--- src/rtl/core/fsr_pkg.sv ---
// fsr_pkg: shared types and constants of the queue core with search, sort and reverse
// used by the channel interfaces, the compare unit and the top level
package fsr_pkg;

	localparam int DEPTH  = 16;
	localparam int PTR_W  = $clog2(DEPTH);
	localparam int CNT_W  = $clog2(DEPTH + 1);
	localparam int DATA_W = 32;
	localparam int FUNC_W = 3;
	localparam int STAT_W = 2;
	localparam int OCC_W  = 5;

	typedef logic [FUNC_W-1:0]        func_t;
	typedef logic signed [DATA_W-1:0] data_t;
	typedef logic [STAT_W-1:0]        stat_t;
	typedef logic [OCC_W-1:0]         occ_t;

	localparam func_t OP_ENQ  = 3'd0;
	localparam func_t OP_DEQ  = 3'd1;
	localparam func_t OP_SRCH = 3'd2;
	localparam func_t OP_SORT = 3'd3;
	localparam func_t OP_REV  = 3'd4;

	localparam stat_t ST_OK    = 2'd0;
	localparam stat_t ST_EMPTY = 2'd1;
	localparam stat_t ST_FULL  = 2'd2;

	typedef struct packed {
		logic eq;
		logic gt;
	} cmp_res_t;

endpackage

--- src/rtl/core/fsr_req_if.sv ---
// fsr_req_if: request channel, one word carries an operation and a value
// depends on fsr_pkg
interface fsr_req_if;
	logic           valid;
	logic           ready;
	fsr_pkg::func_t func;
	fsr_pkg::data_t value;

	modport source(output valid, func, value, input ready);
	modport sink(input valid, func, value, output ready);
endinterface

--- src/rtl/core/fsr_rsp_if.sv ---
// fsr_rsp_if: response channel, one word carries status, found bit and occupancy
// depends on fsr_pkg
interface fsr_rsp_if;
	logic           valid;
	logic           ready;
	fsr_pkg::stat_t status;
	logic           found;
	fsr_pkg::occ_t  occupancy;

	modport source(output valid, status, found, occupancy, input ready);
	modport sink(input valid, status, found, occupancy, output ready);
endinterface

--- src/rtl/core/fifo_with_search_sort_reverse_core.sv ---
// fifo_with_search_sort_reverse_core: bounded queue of signed words with search, sort, reverse
// depends on fsr_pkg, fsr_req_if, fsr_rsp_if, fsr_cmp
//
//   port  dir   contents                        handshake
//   req   in    func, value                     valid/ready
//   rsp   out   status, found, occupancy        valid/ready
//
// enqueue, dequeue and unused codes go straight to the response; search compares
// every held word, reverse swaps pairs from the ends inward; sort runs bubble passes,
// up to n-1 passes for n held words, all on one memory port and one compare unit
// req is ready only while the sequencer is idle; a stalled rsp word holds in its
// register and the next req word is still taken
// arst_n empties the queue; the store itself is not cleared
module fifo_with_search_sort_reverse_core (
	input logic       clk,
	input logic       arst_n,
	fsr_req_if.sink   req,
	fsr_rsp_if.source rsp
);
	import fsr_pkg::*;

	typedef enum logic [3:0] {
		S_IDLE,
		S_SRCH_RD,
		S_SRCH_CMP,
		S_SORT_LD,
		S_SORT_CUR,
		S_SORT_RD,
		S_SORT_CMP,
		S_SORT_END,
		S_REV_RDA,
		S_REV_RDB,
		S_REV_WA,
		S_REV_WB,
		S_DONE
	} state_t;

	state_t             state_q;
	logic [PTR_W-1:0]   head_q;
	logic [CNT_W-1:0]   fill_q;
	logic [PTR_W-1:0]   idx_q;
	logic [PTR_W-1:0]   last_q;
	logic               swapped_q;
	data_t              cur_q;
	data_t              value_q;
	stat_t              status_q;
	logic               found_q;
	logic               rsp_valid_q;
	stat_t              rsp_status_q;
	logic               rsp_found_q;
	occ_t               rsp_occ_q;

	data_t              mem_q [DEPTH];
	data_t              rd_q;
	logic [PTR_W-1:0]   raddr;
	logic [PTR_W-1:0]   waddr;
	data_t              wdata;
	logic               we;
	logic               accept;
	logic               full;
	logic               empty;
	data_t              cmp_a;
	cmp_res_t           cmp;

	function automatic logic [PTR_W-1:0] slot(input logic [PTR_W-1:0] head,
			input logic [PTR_W-1:0] pos);
		logic [PTR_W:0] sum;
		sum = {1'b0, head} + {1'b0, pos};
		if (sum >= (PTR_W+1)'(DEPTH)) begin
			sum = sum - (PTR_W+1)'(DEPTH);
		end
		return sum[PTR_W-1:0];
	endfunction

	assign req.ready = (state_q == S_IDLE);
	assign accept    = req.valid && req.ready;
	assign full      = (fill_q == CNT_W'(DEPTH));
	assign empty     = (fill_q == '0);

	assign rsp.valid     = rsp_valid_q;
	assign rsp.status    = rsp_status_q;
	assign rsp.found     = rsp_found_q;
	assign rsp.occupancy = rsp_occ_q;

	assign cmp_a = (state_q == S_SRCH_CMP) ? value_q : cur_q;

	fsr_cmp u_cmp (
		.a  (cmp_a),
		.b  (rd_q),
		.res(cmp)
	);

	always_comb begin
		raddr = (state_q == S_REV_RDB) ? slot(head_q, last_q) : slot(head_q, idx_q);
		we    = 1'b0;
		waddr = slot(head_q, idx_q);
		wdata = cur_q;
		case (state_q)
			S_IDLE: begin
				if (accept && req.func == OP_ENQ && !full) begin
					we    = 1'b1;
					waddr = slot(head_q, fill_q[PTR_W-1:0]);
					wdata = req.value;
				end
			end
			S_SORT_CMP: begin
				we    = 1'b1;
				waddr = slot(head_q, idx_q - PTR_W'(1));
				wdata = cmp.gt ? rd_q : cur_q;
			end
			S_SORT_END: begin
				we    = 1'b1;
				waddr = slot(head_q, last_q);
				wdata = cur_q;
			end
			S_REV_WA: begin
				we    = 1'b1;
				waddr = slot(head_q, idx_q);
				wdata = rd_q;
			end
			S_REV_WB: begin
				we    = 1'b1;
				waddr = slot(head_q, last_q);
				wdata = cur_q;
			end
			default: begin
				we = 1'b0;
			end
		endcase
	end

	// word store, one write and one registered read per cycle
	always_ff @(posedge clk) begin
		if (we) begin
			mem_q[waddr] <= wdata;
		end
		rd_q <= mem_q[raddr];
	end

	always_ff @(posedge clk or negedge arst_n) begin
		if (!arst_n) begin
			state_q     <= S_IDLE;
			head_q      <= '0;
			fill_q      <= '0;
			idx_q       <= '0;
			last_q      <= '0;
			swapped_q   <= 1'b0;
			status_q    <= ST_OK;
			found_q     <= 1'b0;
			rsp_valid_q <= 1'b0;
		end else begin
			if (rsp_valid_q && rsp.ready && state_q != S_DONE) begin
				rsp_valid_q <= 1'b0;
			end
			case (state_q)
				S_IDLE: begin
					if (accept) begin
						value_q  <= req.value;
						status_q <= ST_OK;
						found_q  <= 1'b0;
						idx_q    <= '0;
						last_q   <= PTR_W'(fill_q - CNT_W'(1));
						swapped_q <= 1'b0;
						state_q  <= S_DONE;
						case (req.func)
							OP_ENQ: begin
								if (full) begin
									status_q <= ST_FULL;
								end else begin
									fill_q <= fill_q + CNT_W'(1);
								end
							end
							OP_DEQ: begin
								if (empty) begin
									status_q <= ST_EMPTY;
								end else begin
									fill_q <= fill_q - CNT_W'(1);
									head_q <= (fill_q == CNT_W'(1)) ? '0
										: slot(head_q, PTR_W'(1));
								end
							end
							OP_SRCH: begin
								if (!empty) begin
									state_q <= S_SRCH_RD;
								end
							end
							OP_SORT: begin
								if (fill_q > CNT_W'(1)) begin
									state_q <= S_SORT_LD;
								end
							end
							OP_REV: begin
								if (fill_q > CNT_W'(1)) begin
									state_q <= S_REV_RDA;
								end
							end
							default: begin
								state_q <= S_DONE;
							end
						endcase
					end
				end
				S_SRCH_RD: begin
					state_q <= S_SRCH_CMP;
				end
				S_SRCH_CMP: begin
					if (cmp.eq) begin
						found_q <= 1'b1;
					end
					if (idx_q == PTR_W'(fill_q - CNT_W'(1))) begin
						state_q <= S_DONE;
					end else begin
						idx_q   <= idx_q + PTR_W'(1);
						state_q <= S_SRCH_RD;
					end
				end
				S_SORT_LD: begin
					state_q <= S_SORT_CUR;
				end
				S_SORT_CUR: begin
					cur_q   <= rd_q;
					idx_q   <= PTR_W'(1);
					state_q <= S_SORT_RD;
				end
				S_SORT_RD: begin
					state_q <= S_SORT_CMP;
				end
				// larger word bubbles toward the tail
				S_SORT_CMP: begin
					if (cmp.gt) begin
						swapped_q <= 1'b1;
					end else begin
						cur_q <= rd_q;
					end
					if (idx_q == last_q) begin
						state_q <= S_SORT_END;
					end else begin
						idx_q   <= idx_q + PTR_W'(1);
						state_q <= S_SORT_RD;
					end
				end
				S_SORT_END: begin
					if (swapped_q && last_q > PTR_W'(1)) begin
						last_q    <= last_q - PTR_W'(1);
						idx_q     <= '0;
						swapped_q <= 1'b0;
						state_q   <= S_SORT_LD;
					end else begin
						state_q <= S_DONE;
					end
				end
				S_REV_RDA: begin
					state_q <= S_REV_RDB;
				end
				S_REV_RDB: begin
					cur_q   <= rd_q;
					state_q <= S_REV_WA;
				end
				S_REV_WA: begin
					state_q <= S_REV_WB;
				end
				S_REV_WB: begin
					if (({1'b0, idx_q} + (PTR_W+1)'(2)) < {1'b0, last_q}) begin
						idx_q   <= idx_q + PTR_W'(1);
						last_q  <= last_q - PTR_W'(1);
						state_q <= S_REV_RDA;
					end else begin
						state_q <= S_DONE;
					end
				end
				S_DONE: begin
					if (!rsp_valid_q || rsp.ready) begin
						rsp_valid_q  <= 1'b1;
						rsp_status_q <= status_q;
						rsp_found_q  <= found_q;
						rsp_occ_q    <= OCC_W'(fill_q);
						state_q      <= S_IDLE;
					end
				end
				default: begin
					state_q <= S_IDLE;
				end
			endcase
		end
	end

	a_fill_bound: assert property (@(posedge clk) disable iff (!arst_n)
		fill_q <= CNT_W'(DEPTH))
		else $error("fill count above depth");

	a_empty_head: assert property (@(posedge clk) disable iff (!arst_n)
		fill_q == '0 |-> head_q == '0)
		else $error("head not at zero on empty queue");

	a_full_drop: assert property (@(posedge clk) disable iff (!arst_n)
		rsp.valid && rsp.status == ST_FULL |-> rsp.occupancy == OCC_W'(DEPTH))
		else $error("full status with room left");

	a_empty_deq: assert property (@(posedge clk) disable iff (!arst_n)
		rsp.valid && rsp.status == ST_EMPTY |-> rsp.occupancy == '0 && !rsp.found)
		else $error("empty status on held words");

endmodule

--- src/rtl/core/fsr_cmp.sv ---
// fsr_cmp: shared signed compare unit for search and sort
// depends on fsr_pkg
module fsr_cmp (
	input  fsr_pkg::data_t   a,
	input  fsr_pkg::data_t   b,
	output fsr_pkg::cmp_res_t res
);
	import fsr_pkg::*;

	always_comb begin
		res.eq = (a == b);
		res.gt = (a > b);
	end
endmodule
--- src/flat_wrapper.sv ---
// flat-port wrapper written by rule: the top's interface ports become plain ports
module fifo_with_search_sort_reverse_core_flat import fsr_pkg::*;
  (clk, arst_n, req_valid, req_func, req_value, req_ready, rsp_valid, rsp_status, rsp_found, rsp_occupancy, rsp_ready);
  fsr_req_if req_i ();
  fsr_rsp_if rsp_i ();
  input logic clk;
  input logic arst_n;
  input wire logic [$bits(req_i.valid)-1:0] req_valid;
  input wire logic [$bits(req_i.func)-1:0] req_func;
  input wire logic [$bits(req_i.value)-1:0] req_value;
  output wire logic [$bits(req_i.ready)-1:0] req_ready;
  output wire logic [$bits(rsp_i.valid)-1:0] rsp_valid;
  output wire logic [$bits(rsp_i.status)-1:0] rsp_status;
  output wire logic [$bits(rsp_i.found)-1:0] rsp_found;
  output wire logic [$bits(rsp_i.occupancy)-1:0] rsp_occupancy;
  input wire logic [$bits(rsp_i.ready)-1:0] rsp_ready;
  assign req_i.valid = req_valid;
  assign req_i.func = req_func;
  assign req_i.value = req_value;
  assign req_ready = req_i.ready;
  assign rsp_valid = rsp_i.valid;
  assign rsp_status = rsp_i.status;
  assign rsp_found = rsp_i.found;
  assign rsp_occupancy = rsp_i.occupancy;
  assign rsp_i.ready = rsp_ready;
  fifo_with_search_sort_reverse_core u_core (.clk(clk), .arst_n(arst_n), .req(req_i), .rsp(rsp_i));
endmodule
--- config.mk ---
export PLATFORM = sky130hd
export DESIGN_NAME = fifo_with_search_sort_reverse_core_flat
export DESIGN_NICKNAME = d
export VERILOG_FILES = /design/src/rtl/core/fsr_pkg.sv /design/src/rtl/core/fsr_req_if.sv /design/src/rtl/core/fsr_rsp_if.sv /design/src/rtl/core/fifo_with_search_sort_reverse_core.sv /design/src/rtl/core/fsr_cmp.sv /design/src/flat_wrapper.sv
export SDC_FILE = /design/constraint.sdc
export NUM_CORES = 1
export LEC_CHECK = 0
export BUFFER_PORTS_ARGS = -buffer_cell sky130_fd_sc_hd__buf_2
export CORE_MARGIN = 4
export CORE_UTILIZATION = 45
export CTS_CLUSTER_SIZE = 30
export DETAILED_ROUTE_END_ITERATION = 16
export PLACE_DENSITY = 0.63
export SLEW_MARGIN = 0
export SYNTH_ARGS = -nofsm -noshare
export SYNTH_HDL_FRONTEND = slang
export SYNTH_SLANG_ARGS = --single-unit
--- constraint.sdc ---
create_clock -name clk -period 7.5 [get_ports clk]
set_clock_uncertainty 0.1 [all_clocks]
set_input_delay 1.5 -clock clk [delete_from_list [all_inputs] [get_ports clk]]
set_output_delay 1.5 -clock clk [all_outputs]
set_load 0.1 [all_outputs]
==> summary.txt, run 1 <==
Outcome
  • Status: finished clean

Synthesis
  • Number of library cell types mapped by synthesis: 78
  • Top-count cell post-synth: edfxtp_1
  • Flops & latches, synth: 642
  • Simple-gate share of the synthesized area: 7.804%
  • Largest family of logic cells by synthesized area: compound AO/OA/AOI/OAI gates
  • Synth Area in Compound Gates: around a tenth
  • Largest cells by area after synthesis: edfxtp_1 (64%), mux4_2 (5.2%), nand2_1 (2.9%)
  • Asr flop ratio synth: between 4 and 5%
  • Commonest cells post-synth: edfxtp_1 (584), nand2_1 (214), nor2_1 (138), inv_1 (76), a21oi_1 (67)
  • Area leader, netlist: edfxtp_1
  • Post-Synth XOR/XNOR Area: 1.002%
  • Top cell type's share of synthesized area: 63.52%
  • Synth Instances: 1874
  • YS warnings: 0
  • Synthesized netlist net count: around 2000
  • Adder-cell area share of the yosys netlist: 2.964%
  • Number of flops mapped to enable cells by yosys: roughly 580
  • Mapped Avg Cell Area: 14.73 um^2
  • Sequential share of the synthesized area: 68.20%
  • Multiplexer share of the synthesized area: under 10%
  • Synth Flop Type: edfxtp_1
  • Synth Cell Area: 27610 um^2

Finish
  • Layout Cells excl Fill: 2761
  • Area growth, synth to finish: 12.90%
  • Layout cells sized above 1: 17.18%
  • Diodes inserted: 0
  • Layout Nets: approximately 2000
  • Multi-input logic area: 8215 um^2
  • Register area: 18830 um^2
  • Fillcell total: 5000

GRT
  • Largest net degree at the start of global routing: 117
  • Total GRT Usage: 21.42%
  • Congestion Overflow GR: 0
  • First-pass GRT wire length: ~110 mm
  • Vias in the first global route: 16120
  • Initial antenna violation count: 0

Critical path
  • Delay-heaviest family, CP: simple AND/OR/NAND/NOR gates
  • Critical path, cell by cell: nand2b_1, nor3_2, buf_4, mux2_2, ha_1, nand4_1, nor4_1, nand4_1, a41o_1, o21ai_2, buf_4, and3_1, buf_4, a221o_1
  • CP bufs+invs: 3
  • CP required: 7720 ps
  • Crit. End Element: flip-flop
  • CP startpoint kind: flip-flop
  • Worst Path Arrival: 6140 ps
  • CP Max Fanout: 40
  • Slowest CP cell: dfrtp_1
  • Most frequent CP cell: buf_4
  • Setup CP Type: reg2reg
  • CP max stage delay: approximately 690 ps

Timing
  • Final setup fails: 0
  • Crit path time final: 5920 ps
  • Pins over their slew limit: 0
  • Setup_tns: 0 ps
  • Final worst slack: 1580 ps
  • Period utilisation layout: 78.94%
  • Final Hold Viols: 0
  • Slew @ Worst Pin: 1203 ps
  • Fmax: 168.9 MHz
  • Slew HR: 19.78%
  • Setup repair after global routing missed its margin: no

Detailed routing
  • Via/cell ratio: 6.018
  • Via count: 16620
  • Final ANT Viol Nets: 0
  • Uppermost layer routed: met4
  • Final wirelength: around 71 mm
  • DRC violations left: 0
  • DR WL/cell: about 26 um
  • M1 WL: 29.14 mm
  • Met2 wire length: approximately 34 mm
  • Iteration-0 DRC Markers: roughly 1900
  • WL met3: 6.516 mm
  • Drt pass-1 iters: 6

Clock network
  • Cts bufs inserted: 67
  • Clock latency on the worst-skew pair: slightly above 600 ps
  • Clock Tree Root: clkbuf_16
  • Hold buffers post-CTS: 0
  • CTS tree: yes
  • # clock sinks: between 600 and 700
  • Worst-case clock buffer depth: 3
  • Worst-path clk slew: 60 ps
  • Cells resized by post-CTS repair: 0
  • Postcts setup bufs: 0
  • H-tree depth: 3

Placed design
  • Dpl hpwl: 41.29 mm
  • Pre-CTS setup slack: 1646 ps
  • RePlAce Congestion: 0.8425
  • Placed cells: 2641
  • Port Buffers: 48

Floorplan
  • Die height: between 200 and 300 um
  • Site Rows: 90
  • Initial core utilization: 45.57%
  • Die area: 65380 um^2
  • Core Area: 60580 um^2
  • Chip width: 255.7 um
  • Total I/O pin count: 49

Worst hold path
  • Worst Hold Class: reg2reg

Power and ir drop
  • Power per cell area: 473.7 nW/um^2
  • Leakage power: roughly 11 nW
  • Worst IR Drop VDD: roughly 0.00039 V

Job
  • Total of max-cap violations: 0
## cell usage in the layout (no fill, tap or decap), types with 8 or more instances in the layout
master and n:
edfxtp_1 584, nand2_1 214, nor2_1 119, inv_1 76
clkbuf_16 69, a21oi_1 67, mux4_2 64, ha_1 59
buf_2 48, mux2i_1 39, buf_4 38, a211oi_1 37
nor2b_1 36, a32oi_1 32, dfxtp_1 32, o221ai_1 31
o21ai_0 28, nor3_1 27, mux2_2 26, dfrtp_1 26
a221o_1 21, nor2_4 19, a222oi_1 19, xnor2_1 15
xor2_1 14, nand3_1 14, clkinv_2 13, nand2b_1 12
nand4_1 12, clkbuf_1 12, bufinv_16 10, a21o_1 9
a31oi_1 9, o21ai_1 8, o22ai_1 8, o2bb2ai_1 8
o31ai_1 8
## stage by stage
| stage | power, mW | util [%] | hold WS (ps) | area [um^2] |
|---|---|---|---|---|
| after floorplan | 9.641 | - | 323.1 | 27610 |
| after global placement | 11.18 | 47.62 | 337.5 | 28850 |
| after detailed placement | 11.32 | 47.62 | 334.3 | 28850 |
| after CTS | 14.81 | 51.45 | 354.1 | 31170 |
| after global routing | 15.55 | 51.45 | 375.4 | 31170 |
| final | 14.76 | 51.45 | 360.7 | 31170 |
## power breakdown
| group | leakage [nW] | total [mW] | switching, mW | internal [mW] |
|---|---|---|---|---|
| Sequential | 5.90 | 5.42 | 0.324 | 5.09 |
| Clock | 1.14 | 3.48 | 1.39 | 2.10 |
| Combinational | 3.80 | 5.86 | 3.71 | 2.15 |
| Total | 10.8 | 14.8 | 5.43 | 9.34 |
## worst register-to-register path, stage by stage (launching register included)
cell	delay (ps)
dfrtp_1	690
nand2b_1	320
nor3_2	230
buf_4	490
mux2_2	420
ha_1	340
nand4_1	190
nor4_1	460
nand4_1	230
a41o_1	290
o21ai_2	60
buf_4	320
and3_1	610
buf_4	360
a221o_1	540
## final timing paths
kind / startpoint / to / slack (ps) / depth (start not counted)
min: u_core.status_q[0] / u_core.rsp.status[0] / 360 / 0
max in group asynchronous: arst_n / u_core.rsp.valid / 5970 / 1
min in group asynchronous: arst_n / u_core.fill_q[2] / 850 / 1
min reg2reg: u_core.status_q[0] / u_core.rsp.status[0] / 360 / 0
max: u_core.state_q[1] / u_core.mem_q[11][7] / 1580 / 14
max reg2reg: u_core.state_q[1] / u_core.mem_q[11][7] / 1580 / 14
## final cells by class
class	count	area share, %
timing repair buffer	87	1.750
tap	782	3.139
sequential	642	60.41
clock inverter	34	1.525
inverter	76	0.9153
clock buffer	86	5.905
multi-input combinational	1054	26.36
## metal layers
metal | up-vias | GRT usage, %
met5 | - | 0
met4 | 0 | 6.582
met3 | 102 | 4.522
met2 | 739 | 34.50
met1 | 8410 | 29.59
li1 | 7365 | -
## sequential cells by signal, indices dropped and copies added (netlist names)
register,flops
u_core.status_q,2
u_core.swapped_q,1
u_core.last_q,4
u_core.fill_q,5
u_core.rsp.status,2
u_core.found_q,1
u_core.rsp.found,1
u_core.rsp.occupancy,5
u_core.idx_q,4
u_core.mem_q,512
u_core.cur_q,32
u_core.head_q,4
u_core.rsp.valid,1
u_core.value_q,32
u_core.state_q,4
u_core.rd_q,32
## logic make-up (layout without fill, tap and decap cells)
| family | after synthesis | count (layout) |
|---|---|---|
| adder cells (fa/ha/maj) | 63 | 63 |
| XOR/XNOR | 30 | 30 |
| AO/OA/AOI/OAI | 343 | 343 |
| flip-flops | 642 | 642 |
| multiplexers | 132 | 132 |
| buffers and inverters | 178 | 283 |
| AND/OR/NAND/NOR | 486 | 486 |
(Power assumes the default switching activity.)
==> inputs of run 2 (changes only) <==
PLACE_DENSITY = 0.66   (was 0.63)
clock period = 4.95 ns   (was 7.5 ns; I/O delays follow)
==> run 2 against run 1 <==
  * Maximum frequency increased by 31%
  * Highest routed layer unchanged
  * Worst setup slack worse by 1100 ps
  * Sequential share of layout area shrank 0.69 points
  * Cell count up 0.76%
  * Critical path type unchanged
  * Non-clock buffer count is 25 higher
==> summary.txt, run 2 (synthesis results as in run 1) <==
Outcome
  • Status: finished clean (unchanged)

Clock network
  • # clock sinks: 642 (unchanged)
  • Worst-case clock buffer depth: 3 (unchanged)
  • H-tree depth: 2 (was 3)
  • Clock Tree Root: clkbuf_16 (unchanged)
  • Cts bufs inserted: 61 (was 67)
  • Worst-path clk slew: 70 ps (was 60 ps)
  • Clock latency on the worst-skew pair: 630 ps (was 610 ps)
  • CTS tree: yes (unchanged)

Detailed routing
  • Final wirelength: 70.96 mm (was 71.44 mm)
  • Via count: 16730 (was 16620)
  • Final ANT Viol Nets: 0 (unchanged)
  • Iteration-0 DRC Markers: 1726 (was 1945)
  • Via/cell ratio: 6.015 (was 6.018)
  • Drt pass-1 iters: 6 (unchanged)
  • DR WL/cell: 25.51 um (was 25.87 um)
  • DRC violations left: 0 (unchanged)

Power and ir drop
  • Power per cell area: 714.0 nW/um^2 (was 473.7 nW/um^2)
  • Net switching power: 8.248 mW (was 5.426 mW)
  • Comb pwr share: 41.5% (was 39.7%)
  • Clock Power Share: 22.4% (was 23.6%)
  • Leakage power: 10.95 nW (was 10.84 nW)
  • Int Pwr: 14.26 mW (was 9.339 mW)
  • Sequential power share: 36.2% (was 36.7%)
  • Switching Share: 36.64% (was 36.75%)
  • Design Power: 22.51 mW (was 14.76 mW)
  • Worst IR Drop VDD: 0.0005286 V (was 0.0003928 V)

Timing
  • WHS: 310.1 ps (was 360.7 ps)
  • Slew @ Worst Pin: 1121 ps (was 1203 ps)
  • Final setup fails: 0 (unchanged)
  • Final Hold Viols: 0 (unchanged)
  • Pins over their slew limit: 0 (unchanged)
  • Final worst slack: 429.7 ps (was 1580 ps)
  • Slew HR: 25.24% (was 19.78%)
  • Fmax: 221.2 MHz (was 168.9 MHz)
  • Setup_tns: 0 ps (unchanged)
  • Period utilisation layout: 91.32% (was 78.94%)
  • Crit path time final: 4520 ps (was 5920 ps)
  • Setup repair after global routing missed its margin: no (unchanged)

Finish
  • Layout cells sized above 1: 17.95% (was 17.18%)
  • Largest register by flop count: u_core.mem_q (unchanged)
  • Commonest non-fill, non-tap cell in the layout: edfxtp_1 (unchanged)
  • Layout Nets: 2049 (was 2030)
  • Highest-count cells in the layout ignoring fill and taps: edfxtp_1 (584), nand2_1 (214), nor2_1 (119) (unchanged)
  • Register area: 18830 um^2 (unchanged)
  • Largest register FFs: 512 (unchanged)
  • Diodes inserted: 0 (unchanged)
  • Multi-input logic area: 8217 um^2 (was 8215 um^2)
  • Fillcell total: 4903 (was 5000)
  • Layout Cells excl Fill: 2782 (was 2761)
  • Area growth, synth to finish: 14.20% (was 12.90%)

GRT
  • Total GRT Usage: 21.27% (was 21.42%)
  • Initial antenna violation count: 0 (unchanged)
  • Largest net degree at the start of global routing: 70 (was 117)
  • First-pass GRT wire length: 106.4 mm (was 105.1 mm)
  • Vias in the first global route: 16650 (was 16120)
  • Congestion Overflow GR: 0 (unchanged)

Placed design
  • Placed cells: 2666 (was 2641)
  • RePlAce Congestion: 0.8549 (was 0.8425)
  • Dpl hpwl: 39.05 mm (was 41.29 mm)
  • Pre-CTS setup slack: 406.6 ps (was 1646 ps)
  • Port Buffers: 48 (unchanged)

Floorplan
  • Total I/O pin count: 49 (unchanged)
  • Die area: 65380 um^2 (unchanged)
  • Die height: 255.7 um (unchanged)
  • Initial core utilization: 45.57% (unchanged)
  • Site Rows: 90 (unchanged)
  • Core Area: 60580 um^2 (unchanged)
  • Chip width: 255.7 um (unchanged)

Critical path
  • Worst Path Arrival: 4780 ps (was 6140 ps)
  • Slowest CP cell: a221o_1 (was dfrtp_1)
  • Delay-heaviest family, CP: simple AND/OR/NAND/NOR gates (unchanged)
  • Critical path, cell by cell: nand2b_1, nor3_2, buf_12, mux2_2, ha_1, nand4_1, nor4_1, nand2_1, and4_1, o21ai_2, and3_1, buf_12, a221o_1 (was nand2b_1, nor3_2, buf_4, mux2_2, ha_1, nand4_1, nor4_1, nand4_1, a41o_1, o21ai_2, buf_4, and3_1, buf_4, a221o_1)
  • CP required: 5210 ps (was 7720 ps)
  • CP Max Fanout: 41 (was 40)
  • CP startpoint kind: flip-flop (unchanged)
  • Setup CP Type: reg2reg (unchanged)
  • CP max stage delay: 520 ps (was 690 ps)
  • CP bufs+invs: 2 (was 3)
  • Crit. End Element: flip-flop (unchanged)
  • Most frequent CP cell: buf_12 (was buf_4)

Job
  • Total of max-cap violations: 0 (unchanged)

Worst hold path
  • Worst Hold Class: in2async (was reg2reg)
==> run 2: final timing paths <==
| check | from | to | slack (ps) | depth (start not counted) |
|---|---|---|---|---|
| min in group clk | u_core.status_q[1] | u_core.rsp.status[1] | 350 | 0 |
| min reg2reg | u_core.status_q[1] | u_core.rsp.status[1] | 350 | 0 |
| max in group asynchronous | arst_n | u_core.head_q[0] | 4160 | 2 |
| min | arst_n | u_core.state_q[0] | 310 | 2 |
| max reg2reg | u_core.state_q[0] | u_core.mem_q[13][30] | 430 | 13 |
| max | u_core.state_q[0] | u_core.mem_q[13][30] | 430 | 13 |
==> run 2: power groups by stage <==
stage	sequential, mW	clock [mW]	combinational (mW)
5_1_grt	8.19	5.34	10.2
6_report	8.14	5.03	9.33
2_1_floorplan	8.10	0	6.51
3_5_place_dp	8.23	0	9.28
3_3_place_gp	8.22	0	9.06
4_1_cts	8.12	5.11	9.33
==> run 2: area by class of cell <==
class | instances | share of cell area, %
inverter | 76 | 0.9048
clock inverter | 30 | 1.413
sequential | 642 | 59.72
clock buffer | 86 | 5.560
multi-input combinational | 1054 | 26.06
tap | 782 | 3.103
timing repair buffer | 112 | 3.238
==> run 2: stage by stage <==
stage	cell area, um^2	util [%]
final	31530	52.04
after global routing	31530	52.04
after CTS	31520	52.03
after detailed placement	29320	48.40
after global placement	29320	48.40
after floorplan	27610	-
==> run 2: metal layers <==
layer  GRT usage (%)  up-vias  share of wire (%)
li1                -     7402                  -
met1           28.44     8388                 40
met2           35.62      799                 49
met3           3.423      145                8.0
met4           7.558        0                3.3
met5               0        -                  0
==> run 2: repair_timing <==
item	CTS	global route
gates resized for setup	0	2
hold buffers	0	0
setup buffers	0	0
setup endpoints to repair	0	32
==> inputs of run 3 (changes only) <==
CORE_UTILIZATION = 55   (was 45)
PLACE_DENSITY = 0.77   (was 0.66)
==> run 3 against run 2 <==
  * Combinational power rose by 0.6%
  * Register-to-register slack worse by 150 ps
  * Sequential share of layout area up 0.92 points
  * Maximum frequency is 3.2% lower
  * Count of clock-buffer cells in the layout decreased by 10
  * Largest power group unchanged
  * Non-clock buffer count up 19
  * Core utilization is 11 points higher
  * Largest cell class unchanged
==> summary.txt, run 3 (synthesis results as in run 1) <==
Critical path
  • Critical path, cell by cell: nand2b_1, nor3_2, buf_12, mux2_2, ha_1, nand4_1, nor4_1, nand2_1, and4_1, o21ai_2, and3_1, buf_4, a221o_1 (was nand2b_1, nor3_2, buf_12, mux2_2, ha_1, nand4_1, nor4_1, nand2_1, and4_1, o21ai_2, and3_1, buf_12, a221o_1)
  • CP Max Fanout: 41 (unchanged)
  • Slowest CP cell: a221o_1 (unchanged)
  • Crit. End Element: flip-flop (unchanged)
  • CP max stage delay: 500 ps (was 520 ps)
  • CP startpoint kind: flip-flop (unchanged)
  • Setup CP Type: reg2reg (unchanged)
  • CP required: 5220 ps (was 5210 ps)
  • Worst Path Arrival: 4940 ps (was 4780 ps)

Detailed routing
  • DR WL/cell: 26.36 um (was 25.51 um)
  • Final wirelength: 70.54 mm (was 70.96 mm)
  • Iteration-0 DRC Markers: 2671 (was 1726)
  • Drt pass-1 iters: 8 (was 6)
  • DRC violations left: 0 (unchanged)
  • Via count: 17200 (was 16730)
  • Final ANT Viol Nets: 0 (unchanged)
  • Via/cell ratio: 6.428 (was 6.015)

Finish
  • Area growth, synth to finish: 12.47% (was 14.20%)
  • Register area: 18830 um^2 (unchanged)
  • Layout Nets: 2066 (was 2049)
  • Fillcell total: 3414 (was 4903)
  • Final Cell Area: 31050 um^2 (was 31530 um^2)
  • Commonest non-fill, non-tap cell in the layout: edfxtp_1 (unchanged)
  • Layout cells sized above 1: 19.24% (was 17.95%)
  • Core Util, Final: 63.04% (was 52.04%)
  • Largest register FFs: 512 (unchanged)
  • Largest register by flop count: u_core.mem_q (unchanged)
  • Multi-input logic area: 8243 um^2 (was 8217 um^2)
  • Highest-count cells in the layout ignoring fill and taps: edfxtp_1 (584), nand2_1 (214), nor2_1 (119) (unchanged)
  • Layout Cells excl Fill: 2676 (was 2782)

Clock network
  • Cts bufs inserted: 59 (was 61)
  • CTS tree: yes (unchanged)
  • Worst-case clock buffer depth: 3 (unchanged)
  • # clock sinks: 642 (unchanged)
  • H-tree depth: 2 (unchanged)
  • Clock latency on the worst-skew pair: 640 ps (was 630 ps)
  • Worst-path clk slew: 70 ps (about the same)
  • Hold buffers post-CTS: 0 (unchanged)
  • Clock Tree Root: clkbuf_16 (unchanged)
  • Postcts setup bufs: 0 (unchanged)
  • Cells resized by post-CTS repair: 0 (unchanged)

GRT
  • Initial antenna violation count: 1 (was 0)
  • Largest net degree at the start of global routing: 61 (was 70)
  • Congestion Overflow GR: 0 (unchanged)
  • First-pass GRT wire length: 105.5 mm (was 106.4 mm)
  • Total GRT Usage: 26.21% (was 21.27%)
  • Vias in the first global route: 16930 (was 16650)

Power and ir drop
  • Leakage power: 10.87 nW (was 10.95 nW)
  • Power per cell area: 706.8 nW/um^2 (was 714.0 nW/um^2)
  • Worst IR Drop VDD: 0.0003499 V (was 0.0005286 V)

Timing
  • Period utilisation layout: 94.37% (was 91.32%)
  • Crit path time final: 4671 ps (was 4520 ps)
  • Final setup fails: 0 (unchanged)
  • Setup_tns: 0 ps (unchanged)
  • Fmax: 214.1 MHz (was 221.2 MHz)
  • Setup repair after global routing missed its margin: no (unchanged)
  • Final Hold Viols: 0 (unchanged)
  • Final worst slack: 278.6 ps (was 429.7 ps)
  • Slew @ Worst Pin: 1020 ps (was 1121 ps)
  • Slew HR: 32.01% (was 25.24%)
  • Pins over their slew limit: 0 (unchanged)

Worst hold path
  • Worst Hold Class: in2async (unchanged)

Floorplan
  • Total I/O pin count: 49 (unchanged)
  • Initial core utilization: 56.05% (was 45.57%)
  • Die area: 53840 um^2 (was 65380 um^2)
  • Die height: 232.0 um (was 255.7 um)
  • Chip width: 232.0 um (was 255.7 um)
  • Site Rows: 81 (was 90)
  • Core Area: 49250 um^2 (was 60580 um^2)

Job
  • Total of max-cap violations: 0 (unchanged)

Placed design
  • Pre-CTS setup slack: 188.7 ps (was 406.6 ps)
  • Placed standard-cell area: 29130 um^2 (was 29320 um^2)
  • Placed cells: 2567 (was 2666)
  • RePlAce Congestion: 0.9395 (was 0.8549)
  • Port Buffers: 48 (unchanged)
  • Dpl hpwl: 42.08 mm (was 39.05 mm)

Outcome
  • Status: finished clean (unchanged)
-- run 3: power by group --
part	switching [mW]	internal [mW]	total, mW
clock	1.99	2.40	4.39
sequential	0.467	7.70	8.16
combinational	5.83	3.57	9.39
total	8.28	13.7	21.9
-- run 3: cell type report --
| cell class | instances | area share, % |
|---|---|---|
| Antenna cell | 1 | 0.008059 |
| Timing Repair Buffer | 131 | 3.143 |
| Sequential cell | 642 | 60.64 |
| Clock buffer | 76 | 5.287 |
| Tap cell | 664 | 2.676 |
| Multi-Input combinational cell | 1054 | 26.55 |
| Inverter | 76 | 0.9188 |
| Clock inverter | 32 | 0.7818 |
-- run 3: metal layers --
layer  wire length, um  part of all wire (%)  up-vias  GRT usage [%]
li1                  -                     -     7432              -
met1             26160                    37     8479          35.07
met2             33920                    48     1106          42.92
met3              7852                    11      185          5.753
met4              2603                   3.7        0          9.341
met5                 0                     0        -              0
-- run 3: through the flow --
step / hold WS (ps) / power [mW]
6_report: 125.9 / 21.95
5_1_grt: 118.3 / 23.08
4_1_cts: 101.8 / 21.84
3_5_place_dp: 348.1 / 17.40
3_3_place_gp: 335.3 / 17.08
2_1_floorplan: 323.1 / 14.61
-- run 3: worst max-delay path: cells and delay by family (launching register included) --
family | cells | cell delay, ps
buf+inv | 2 | 470
simple gates | 7 | 1760
compound gates | 2 | 930
flops | 1 | 380
fa+ha+maj | 1 | 360
mux | 1 | 380
-- run 3: path summary, 6_finish.rpt --
path / from / to / slack (ps) / cells past startpoint
hold / removal: arst_n / u_core.swapped_q / 130 / 1
min in group clk: u_core.status_q[0] / u_core.rsp.status[0] / 360 / 0
hold reg to reg: u_core.status_q[0] / u_core.rsp.status[0] / 360 / 0
max in group asynchronous: arst_n / u_core.head_q[3] / 4040 / 2
setup reg to reg: u_core.state_q[0] / u_core.mem_q[14][10] / 280 / 13
setup / recovery: u_core.state_q[0] / u_core.mem_q[14][10] / 280 / 13
